**config.mk**
```make
export PLATFORM = sky130hd
export DESIGN_NAME = rgb_to_sixteen_color_index
export DESIGN_NICKNAME = d
export VERILOG_FILES = /design/src/rtl/core/rgbsci_pkg.sv /design/src/rtl/core/rgbsci_classify.sv /design/src/rtl/core/rgb_to_sixteen_color_index.sv
export VERILOG_INCLUDE_DIRS = /design/src /design/src/rtl/core
export SDC_FILE = /design/constraint.sdc
export NUM_CORES = 1
export LEC_CHECK = 0
export ABC_AREA = 0
export BUFFER_PORTS_ARGS = -buffer_cell sky130_fd_sc_hd__buf_2
export CORE_MARGIN = 2
export CORE_UTILIZATION = 40
export DETAILED_ROUTE_END_ITERATION = 6
export PLACE_DENSITY_LB_ADDON = 0.2
export SYNTH_ARGS = -nofsm -noshare
export SYNTH_HDL_FRONTEND = slang
export SYNTH_SLANG_ARGS = --single-unit
```
**constraint.sdc**
```tcl
create_clock -name aclk -period 14 [get_ports aclk]
set_input_delay 2.8 -clock aclk [delete_from_list [all_inputs] [get_ports aclk]]
set_output_delay 2.8 -clock aclk [all_outputs]
set_load 0.1 [all_outputs]
```
**src/rtl/core/rgb_to_sixteen_color_index_assert.svh**
```systemverilog
// Assertion macros used by the RTL of the color index block.
`ifndef RGB_TO_SIXTEEN_COLOR_INDEX_ASSERT_SVH
`define RGB_TO_SIXTEEN_COLOR_INDEX_ASSERT_SVH

// Checked on the rising clock edge and ignored while reset is asserted.
`define RGBSCI_ASSERT(lbl, clk, rstn, prop, msg) \
    lbl: assert property (@(posedge clk) disable iff (!(rstn)) prop) else $error(msg);

// Checked on every rising clock edge, including during reset.
`define RGBSCI_ASSERT_ALWAYS(lbl, clk, prop, msg) \
    lbl: assert property (@(posedge clk) prop) else $error(msg);

`endif

```
**src/rtl/core/rgbsci_pkg.sv**
```systemverilog
`default_nettype none

package rgbsci_pkg;

    localparam int unsigned ChanWidth  = 8;
    localparam int unsigned IndexWidth = 5;

    typedef logic [ChanWidth-1:0]  chan_t;
    typedef logic [IndexWidth-1:0] index_t;

    typedef struct packed {
        chan_t blue_level;
        chan_t green_level;
        chan_t red_level;
    } pixel_t;

    localparam index_t PAL_RED        = 5'd1;
    localparam index_t PAL_YELLOW     = 5'd2;
    localparam index_t PAL_GREEN      = 5'd3;
    localparam index_t PAL_CYAN       = 5'd4;
    localparam index_t PAL_BLUE       = 5'd5;
    localparam index_t PAL_MAGENTA    = 5'd6;
    localparam index_t PAL_WHITE      = 5'd7;
    localparam index_t PAL_BLACK      = 5'd8;
    localparam index_t PAL_LIGHT_GREY = 5'd15;
    localparam index_t PAL_DARK_GREY  = 5'd16;

    // Value thresholds for 0.15, 0.5 and 0.75 of full scale.
    localparam chan_t BLACK_TOP = 8'd38;
    localparam chan_t DARK_TOP  = 8'd127;
    localparam chan_t LIGHT_TOP = 8'd191;

endpackage

`default_nettype wire

```
**src/rtl/core/rgbsci_classify.sv**
```systemverilog
`default_nettype none

module rgbsci_classify (
    input  rgbsci_pkg::pixel_t pixel,
    output rgbsci_pkg::index_t palette_index
);
    import rgbsci_pkg::*;

    chan_t              hi;
    chan_t              lo;
    chan_t              delta;
    logic [10:0]        five_delta;
    logic               saturated;
    chan_t              diff_a;
    chan_t              diff_b;
    index_t             code_below;
    index_t             code_mid;
    index_t             code_above;
    logic signed [9:0]  diff;
    logic signed [9:0]  twice;
    logic signed [9:0]  delta_s;
    index_t             hue_code;
    index_t             grey_code;

    always_comb begin
        hi = pixel.red_level;
        lo = pixel.red_level;
        if (pixel.green_level > hi) hi = pixel.green_level;
        if (pixel.blue_level > hi)  hi = pixel.blue_level;
        if (pixel.green_level < lo) lo = pixel.green_level;
        if (pixel.blue_level < lo)  lo = pixel.blue_level;
    end

    assign delta      = hi - lo;
    assign five_delta = {1'b0, delta, 2'b00} + {3'b000, delta};
    assign saturated  = (delta != '0) && (five_delta >= {3'b000, hi});

    // The hue sector is found from the two channels other than the maximum.
    always_comb begin
        if (pixel.red_level == hi) begin
            diff_a     = pixel.green_level;
            diff_b     = pixel.blue_level;
            code_below = PAL_MAGENTA;
            code_mid   = PAL_RED;
            code_above = PAL_YELLOW;
        end else if (pixel.green_level == hi) begin
            diff_a     = pixel.blue_level;
            diff_b     = pixel.red_level;
            code_below = PAL_YELLOW;
            code_mid   = PAL_GREEN;
            code_above = PAL_CYAN;
        end else begin
            diff_a     = pixel.red_level;
            diff_b     = pixel.green_level;
            code_below = PAL_CYAN;
            code_mid   = PAL_BLUE;
            code_above = PAL_MAGENTA;
        end
    end

    assign diff    = signed'({2'b00, diff_a}) - signed'({2'b00, diff_b});
    assign twice   = diff <<< 1;
    assign delta_s = signed'({2'b00, delta});

    always_comb begin
        if (twice < -delta_s) begin
            hue_code = code_below;
        end else if (twice < delta_s) begin
            hue_code = code_mid;
        end else begin
            hue_code = code_above;
        end
    end

    always_comb begin
        if (delta == '0) begin
            grey_code = PAL_WHITE;
        end else if (hi <= BLACK_TOP) begin
            grey_code = PAL_BLACK;
        end else if (hi <= DARK_TOP) begin
            grey_code = PAL_DARK_GREY;
        end else if (hi <= LIGHT_TOP) begin
            grey_code = PAL_LIGHT_GREY;
        end else begin
            grey_code = PAL_WHITE;
        end
    end

    assign palette_index = saturated ? hue_code : grey_code;

endmodule

`default_nettype wire

```
**src/rtl/core/rgb_to_sixteen_color_index.sv**
```systemverilog
// Channel  Dir  Width  Contents
// s_axis   in   24     red_level, green_level, blue_level (from bit 0 up)
// m_axis   out  8      palette_index, zero filled
//
// A beat is registered on input, classified by a single combinational pass
// and registered again on output. One beat is accepted in every cycle
// while the output side keeps up. The input register refills whenever
// its content moves to the output register, so s_tready follows m_tready
// through one gate.
// aresetn is synchronous and active low and clears both valid flags.
`default_nettype none

`include "rgb_to_sixteen_color_index_assert.svh"

module rgb_to_sixteen_color_index (
    input  wire logic        aclk,
    input  wire logic        aresetn,
    input  wire logic        s_tvalid,
    output logic             s_tready,
    input  wire logic [23:0] s_tdata,   // red_level, green_level, blue_level
    output logic             m_tvalid,
    input  wire logic        m_tready,
    output logic [7:0]       m_tdata    // palette_index, zero filled
);
    import rgbsci_pkg::*;

    logic   in_valid_reg;
    logic   in_valid_next;
    pixel_t pixel_reg;
    logic   out_valid_reg;
    logic   out_valid_next;
    index_t index_reg;
    index_t index_comb;
    logic   advance;
    logic   s_accept;

    assign advance  = in_valid_reg && (!out_valid_reg || m_tready);
    assign s_tready = !in_valid_reg || advance;
    assign s_accept = s_tvalid && s_tready;

    assign in_valid_next  = s_accept || (in_valid_reg && !advance);
    assign out_valid_next = advance || (out_valid_reg && !m_tready);

    always_ff @(posedge aclk) begin
        if (!aresetn) begin
            in_valid_reg  <= 1'b0;
            out_valid_reg <= 1'b0;
        end else begin
            in_valid_reg  <= in_valid_next;
            out_valid_reg <= out_valid_next;
        end
    end

    always_ff @(posedge aclk) begin
        if (s_accept) begin
            pixel_reg <= pixel_t'(s_tdata);
        end
        if (advance) begin
            index_reg <= index_comb;
        end
    end

    rgbsci_classify u_classify (
        .pixel         (pixel_reg),
        .palette_index (index_comb)
    );

    assign m_tvalid = out_valid_reg;
    assign m_tdata  = {3'b000, index_reg};

    `RGBSCI_ASSERT_ALWAYS(a_reset_clears, aclk, !aresetn |=> !m_tvalid && !in_valid_reg, "valid after reset")
    `RGBSCI_ASSERT(a_hold_in, aclk, aresetn, in_valid_reg && out_valid_reg && !m_tready |=> in_valid_reg && $stable(pixel_reg), "input stage lost a stalled beat")
    `RGBSCI_ASSERT(a_no_overrun, aclk, aresetn, s_accept && in_valid_reg |-> advance, "input stage overwritten")
    `RGBSCI_ASSERT(a_code_ok, aclk, aresetn, m_tvalid |-> (index_reg >= PAL_RED && index_reg <= PAL_BLACK) || index_reg == PAL_LIGHT_GREY || index_reg == PAL_DARK_GREY, "bad palette code")

endmodule

`default_nettype wire
```
# Word level (Yosys, flattened, before mapping)

Cells that the tools add are included.

Bits of input ports: 28
Word-level logic and storage cells: 58
Flip-flop bits (word level): 31
Output and inout port bits: 10

Reductions and logical operators: 15
Mux-type cells: 21
Equality and inequality tests: 2
Add/subtract/negate cells: 4
Order comparisons: 10

Operators by type and width:

| operator             | number |
|---|---|
| $mux W8              | 8 |
| $mux W5              | 9 |
| $eq A8 B8 Y1         | 2 |
| $gt A8 B8 Y1         | 2 |
| $lt A8 B8 Y1         | 2 |
| $add A10 B8 Y11      | 1 |
| $ge A11 B8 Y1        | 1 |
| $lt A10 B10 Y1       | 1 |
| $lt A10 B9 Y1        | 1 |
| $neg A8 Y10          | 1 |
| $sub A8 B8 Y9        | 1 |
| $le A8 B6 Y1 const B | 1 |
| $le A8 B7 Y1 const B | 1 |
| $le A8 B8 Y1 const B | 1 |
| $logic_not A8 Y1     | 1 |
| $reduce_bool A8 Y1   | 1 |
| $sub A8 B8 Y8        | 1 |
| $mux W3              | 2 |
| $logic_and A1 B1 Y1  | 5 |
| $logic_not A1 Y1     | 4 |
| $logic_or A1 B1 Y1   | 4 |
| $mux W4              | 1 |
| $mux W2              | 1 |

# Longest topological paths before layout

Depth in word-level cells: 12
Depth in mapped cells: 44
Gate-level depth less buffers: 40

# By module

From an unflattened synthesis, not the netlist that was laid out.

Cell total of the unflattened synthesis: 604
Area total of the unflattened synthesis: 4,869.7 sq um

Modules (own cells, without submodules):

| module                     | instances | seq. area each (sq um) | area each (sq um) | cells an instance |
|---|---|---|---|---|
| rgbsci_classify            | 1         | 0.0                    | 3,868.7           | 562 |
| rgb_to_sixteen_color_index | 1         | 910.9                  | 1,001.0           | 42 |

# Worst setup path after synthesis

OpenSTA, ideal clock, no wires.

Path type: reg-to-reg
From: register pixel_reg[1] in the netlist's numbering
To: register index_reg[3], data pin
Slack: 6.069 ns
Period minus slack after synthesis: 7.931 ns
Required time: 13.810 ns
Arrival time: 7.741 ns
Cell stages (with the launch flop): 39
Buffers on the path: 3
Setup time: 0.190 ns
Cells stage by stage: edfxtp_1 -> clkbuf_1 -> inv_1 -> ha_1 -> nor2b_1 -> o211ai_1 -> a211o_2 -> nand2_1 -> clkbuf_1 -> nor2_1 -> a21o_1 -> inv_1 -> ha_1 -> a21o_1 -> a21o_1 -> a21o_1 -> a21o_1 -> a31oi_1 -> [3 not listed] -> ha_1 -> inv_1 -> fa_1 -> xnor2_1 -> inv_1 -> ha_1 -> fa_1 -> a21o_1 -> a21oi_1 -> xnor2_1 -> ha_1 -> nand4_1 -> o21ai_0 -> o21ai_0 -> nand2_1 -> or4_1 -> buf_2 -> a2111oi_2

Word-level cells in the longest chain between the ends: 12
Elaborated cells between the ends (all ways): 34
Classes of those cells: add/sub: 4; order compare: 10; eq/ne: 2; mux: 15; reduce/logical: 3

Ends and longest elaborated chain:

| what                                                                     | line                             | text |
|---|---|---|
| start, declared                                                          | rgb_to_sixteen_color_index.sv:29 | `pixel_t pixel_reg;` |
| start signal, assigned                                                   | rgb_to_sixteen_color_index.sv:56 | `pixel_reg <= pixel_t'(s_tdata);` |
| parallel branches: the longest is 11 deep, another holds $add A10 B8 Y11 | --                               |  |
| $mux W5 (*)                                                              | rgbsci_classify.sv:89            | `assign palette_index = saturated ? hue_code : grey_code;` |
| end signal, assigned                                                     | rgb_to_sixteen_color_index.sv:59 | `index_reg <= index_comb;` |
| end, declared                                                            | rgb_to_sixteen_color_index.sv:32 | `index_t index_reg;` |

Mark *: on every way between the ends.
A chain may end at the register's enable or synchronous reset.

# Final worst setup path

From: register pixel_reg[1] in the netlist's numbering
To: register index_reg[2], data pin

Word-level cells in the longest chain between the ends: 12
Elaborated cells between the ends (all ways): 37
Classes of those cells: add/sub: 4; order compare: 9; eq/ne: 2; mux: 19; reduce/logical: 3

Ends and longest elaborated chain:

| what                                                                     | line                             | text |
|---|---|---|
| parallel branches: the longest is 11 deep, another holds $add A10 B8 Y11 | --                               |  |
| $mux W5 (*)                                                              | rgbsci_classify.sv:89            |  |
| named net index_comb[2]                                                  | rgb_to_sixteen_color_index.sv:33 | `index_t index_comb;` |

Mark *: on every way through the listed nets, which the timed path passes.

==> Flow_metrics.wiki <==
{| class="wikitable"
! Metric !! Value
|-
| Worst hold-check slack || 0.544 ns
|-
| # port buffers || 34
|-
| Synthesized-area fraction occupied by and/or/nand/nor cells || around 15%
|-
| Xor/xnor share of the synthesized area || 8.36%
|-
| Global-route wire length before repair || roughly 17 mm
|-
| Worst Tran Pin Value || 1.05 ns
|-
| Synth Register Bits || 31
|-
| Routed WL || a little under 10 mm
|-
| CP Data Arrival Time || approximately 9.2 ns
|-
| Initial core utilization || roughly two fifths
|-
| Outcome || finished clean
|-
| Number of sinks handled by clock tree synthesis || 31
|-
| Post-placement cell area || about 0.0045 sq mm
|-
| Die Outline Area || about 0.011 sq mm
|-
| Synth-to-layout area growth || 9.56%
|-
| Leakage power || between 2 and 2.5 nW
|-
| Pwr/cell area || between 200 and 250 mW/mm^2
|-
| Cell count after placement || between 600 and 700
|-
| Post-CTS setup buffer count || 0
|-
| Net switching power || approximately 0.46 mW
|-
| TritonCTS clock tree || built
|-
| Type of element capturing the critical path || register
|-
| Distinct cell type count of the synthesized netlist || between 50 and 60
|-
| Chip width || 106 microns
|-
| Synth Area in Compound Gates || 19.4%
|-
| Antenna Nets Post-Route || 0
|-
| Final #Nets || just over 600
|-
| Number of hold-repair buffers added at the cts stage || 0
|-
| Gate count after technology mapping || between 400 and 500
|-
| Commonest non-fill, non-tap cells in the layout || 65 x ha_1, 40 x inv_1, 36 x nand2_1, 36 x o21ai_0, 34 x buf_2
|-
| Number of CTS-inserted buffers || 5
|-
| Main combinational cell family by area after synthesis || adder cells
|-
| CTS H-Tree Depth || 2
|-
| Int Power || 0.470 mW
|-
| Final number of hold-violating endpoints || 0
|-
| Worst stage delay on the critical path || between 0.6 and 0.7 ns
|-
| Type of origin of the critical path || register
|-
| Post-synthesis mux area share || 9.29%
|-
| Number of enable-type register cells in the synthesized netlist || 29
|-
| CP Buf/Inv Count || 3
|-
| Std-Cell Rows || 37
|-
| All-layer global routing usage || about 18%
|-
| Switching Share || approximately half
|-
| Ant. Diodes || 0
|-
| Area share of fa/ha/maj cells after synthesis || between 20% and 30%
|-
| Most Frequent Cell on Critical Path || a21o_1
|-
| Maximum buffer depth of the clock tree || 2
|-
| Worst path setup slack after routing || approximately 4.9 ns
|-
| Fraction of layout instances using a drive strength above 1 || between 10% and 20%
|-
| Non-Filler Instances || 645
|-
| Maximum achievable frequency || 110 MHz
|-
| Mapped Area || ~0.0042 sq mm
|-
| Primary FF master, synth || edfxtp_1
|-
| Setup violation total in the final timing report || 0
|-
| Largest net degree at the start of global routing || 32
|-
| Max transition margin || 30.2%
|-
| Core Box Area || about 0.010 sq mm
|-
| Crit share post-route || 65.1%
|-
| Global-route congestion overflow total || 0
|-
| Critical Path RT || approximately 14 ns
|-
| Post-route cell area || ~0.0046 sq mm
|-
| Max-slew violations || 0
|-
| Overall power after layout || about 0.9 mW
|-
| Number of warnings printed during yosys synthesis || 0
|-
| Final-layout setup total negative slack || 0 ns
|-
| Post-CTS clock slew at the launch and capture registers of the worst setup and hold paths || roughly 0.080 ns
|-
| Total area of multi-input combinational cells || about 0.0030 sq mm
|-
| Filler Cell Count || between 1k and 1.5k
|-
| Max-cap violations || 0
|-
| Pre-CTS setup slack || around 4.9 ns
|-
| Post-CTS resize count || 0
|-
| Number of global-route vias before repair || roughly 3.5k
|-
| DRT iter0 DRCs || about 130
|-
| Final core utilization || around 45%
|-
| Router iterations before antenna repair || 4
|-
| Clock tree root buffer cell || clkbuf_8
|-
| Vias || around 3.5k
|-
| Power share of the sequential group || 13.8%
|-
| Minimum setup slack among reg-to-reg paths || between 4 and 5 ns
|-
| Final period demand of the worst path || a little over 9 ns
|-
| Top cells by area, synth || edfxtp_1 21%, ha_1 19%, mux2i_1 6.7%
|-
| Max reg flops || 24
|-
| Startpoint-to-endpoint class of the critical path || reg2reg
|-
| Worst path slowest cell || nand4_2
|-
| Post-route DRC violation count || 0
|-
| Final HPWL DP || 8.01 mm
|-
| Area fraction of the dominant cell type after synthesis || a little over a fifth
|-
| Combinational fraction of design power || between 70% and 80%
|-
| Mean routed wirelength per cell || 15.2 microns
|-
| Antenna violations before repair || 0
|-
| Async set or reset register ratio after synthesis || 0%
|-
| Footprint of the flip-flops and latches || ~910 sq um
|-
| Die outline height || approximately 110 microns
|-
| Unrepaired setup endpoints after global routing || false
|-
| Delay-heaviest family, CP || compound AO/OA/AOI/OAI gates
|-
| Top Ports || 38
|-
| RD Place Congestion || around 0.86
|-
| Most common library cell in the layout ignoring fill and taps || ha_1
|-
| Biggest fanout along the worst timing path || 18
|-
| Clock network latency to the later pin of the worst-skew pair || 0.29 ns
|-
| Sequential area share after synthesis || ~22%
|-
| Syn_area_per_cell || around 8.7 sq um
|-
| Peak supply drop || 0.151 mV
|-
| Post-route clock skew || between 0.01 and 0.015 ns
|-
| Per-cell via count in the routed design || around 5.4
|-
| Clk network pwr share || 9.8%
|-
| Tightest Hold Check Type || reg2reg
|-
| Top cell type by total area after synthesis || edfxtp_1
|}
[power groups by stage]
| stage | registers [mW] | clock network, mW | logic, mW |
|---|---|---|---|
| floorplan | 0.165 | 0 | 0.533 |
| global placement | 0.129 | 0 | 0.687 |
| detailed placement | 0.130 | 0 | 0.703 |
| CTS | 0.128 | 0.0928 | 0.710 |
| global route | 0.129 | 0.0965 | 0.821 |
| finish | 0.128 | 0.0905 | 0.708 |
[synthesized netlist by cell type, types with 2 or more instances]
cell / count
ha_1: 65
inv_1: 40
nand2_1: 36
o21ai_0: 36
a21oi_1: 30
edfxtp_1: 29
mux2i_1: 28
nor2_1: 23
xnor2_1: 23
a21o_1: 19
nor2b_1: 18
xor2_1: 15
nand2b_1: 9
mux2_2: 7
nand3_1: 7
nor3_1: 7
clkbuf_1: 6
o21a_1: 6
o21ai_1: 6
buf_2: 5
a31oi_1: 4
nand4_1: 4
o211ai_1: 4
and2_1: 3
buf_4: 3
fa_1: 3
a2111oi_2: 2
and3_1: 2
dfxtp_1: 2
nand4_2: 2
nor2_2: 2
nor3b_1: 2
o21bai_1: 2
o22a_1: 2
o31a_1: 2
[cells by family (layout without fill, tap and decap cells)]
logic type	after synthesis	after routing
buf+inv	56	85
fa+ha+maj	68	68
other cells	1	3
xor+xnor	39	39
flops	31	31
compound gates	126	126
simple gates	120	120
mux	37	37
[worst paths after layout]
path	end	startpoint	cells after the start
setup / recovery	index_reg[2]	pixel_reg[1]	38
setup reg to reg	index_reg[2]	pixel_reg[1]	38
hold / removal	m_tvalid	in_valid_reg	1
hold reg to reg	m_tvalid	in_valid_reg	1
[area by class of cell]
cell class	count	area share, %
clock buffer	5	1.50
timing repair buffer	35	3.89
multi-input combinational	393	66.7
tap	136	3.72
sequential	31	19.9
inverter	42	3.45
clock inverter	3	0.848
[routing by layer]
metal	up-vias	global-route usage, %	part of all wire [%]
met3	10	2.33	2.4
met5	-	0	0
li1	1771	-	-
met1	1656	25.8	50
met2	63	30.4	46
met4	0	4.04	1.6
[worst register-to-register path, delay by kind of cell, from the launching register on]
kind | cells | cell delay (ns)
adder cells (fa/ha/maj) | 4 | 1.18
flip-flops | 1 | 0.57
AO/OA/AOI/OAI | 19 | 4.12
multiplexers | 2 | 0.87
AND/OR/NAND/NOR | 8 | 1.67
XOR/XNOR | 2 | 0.25
buffers and inverters | 3 | 0.28
Power figures use the tool's default switching activity.
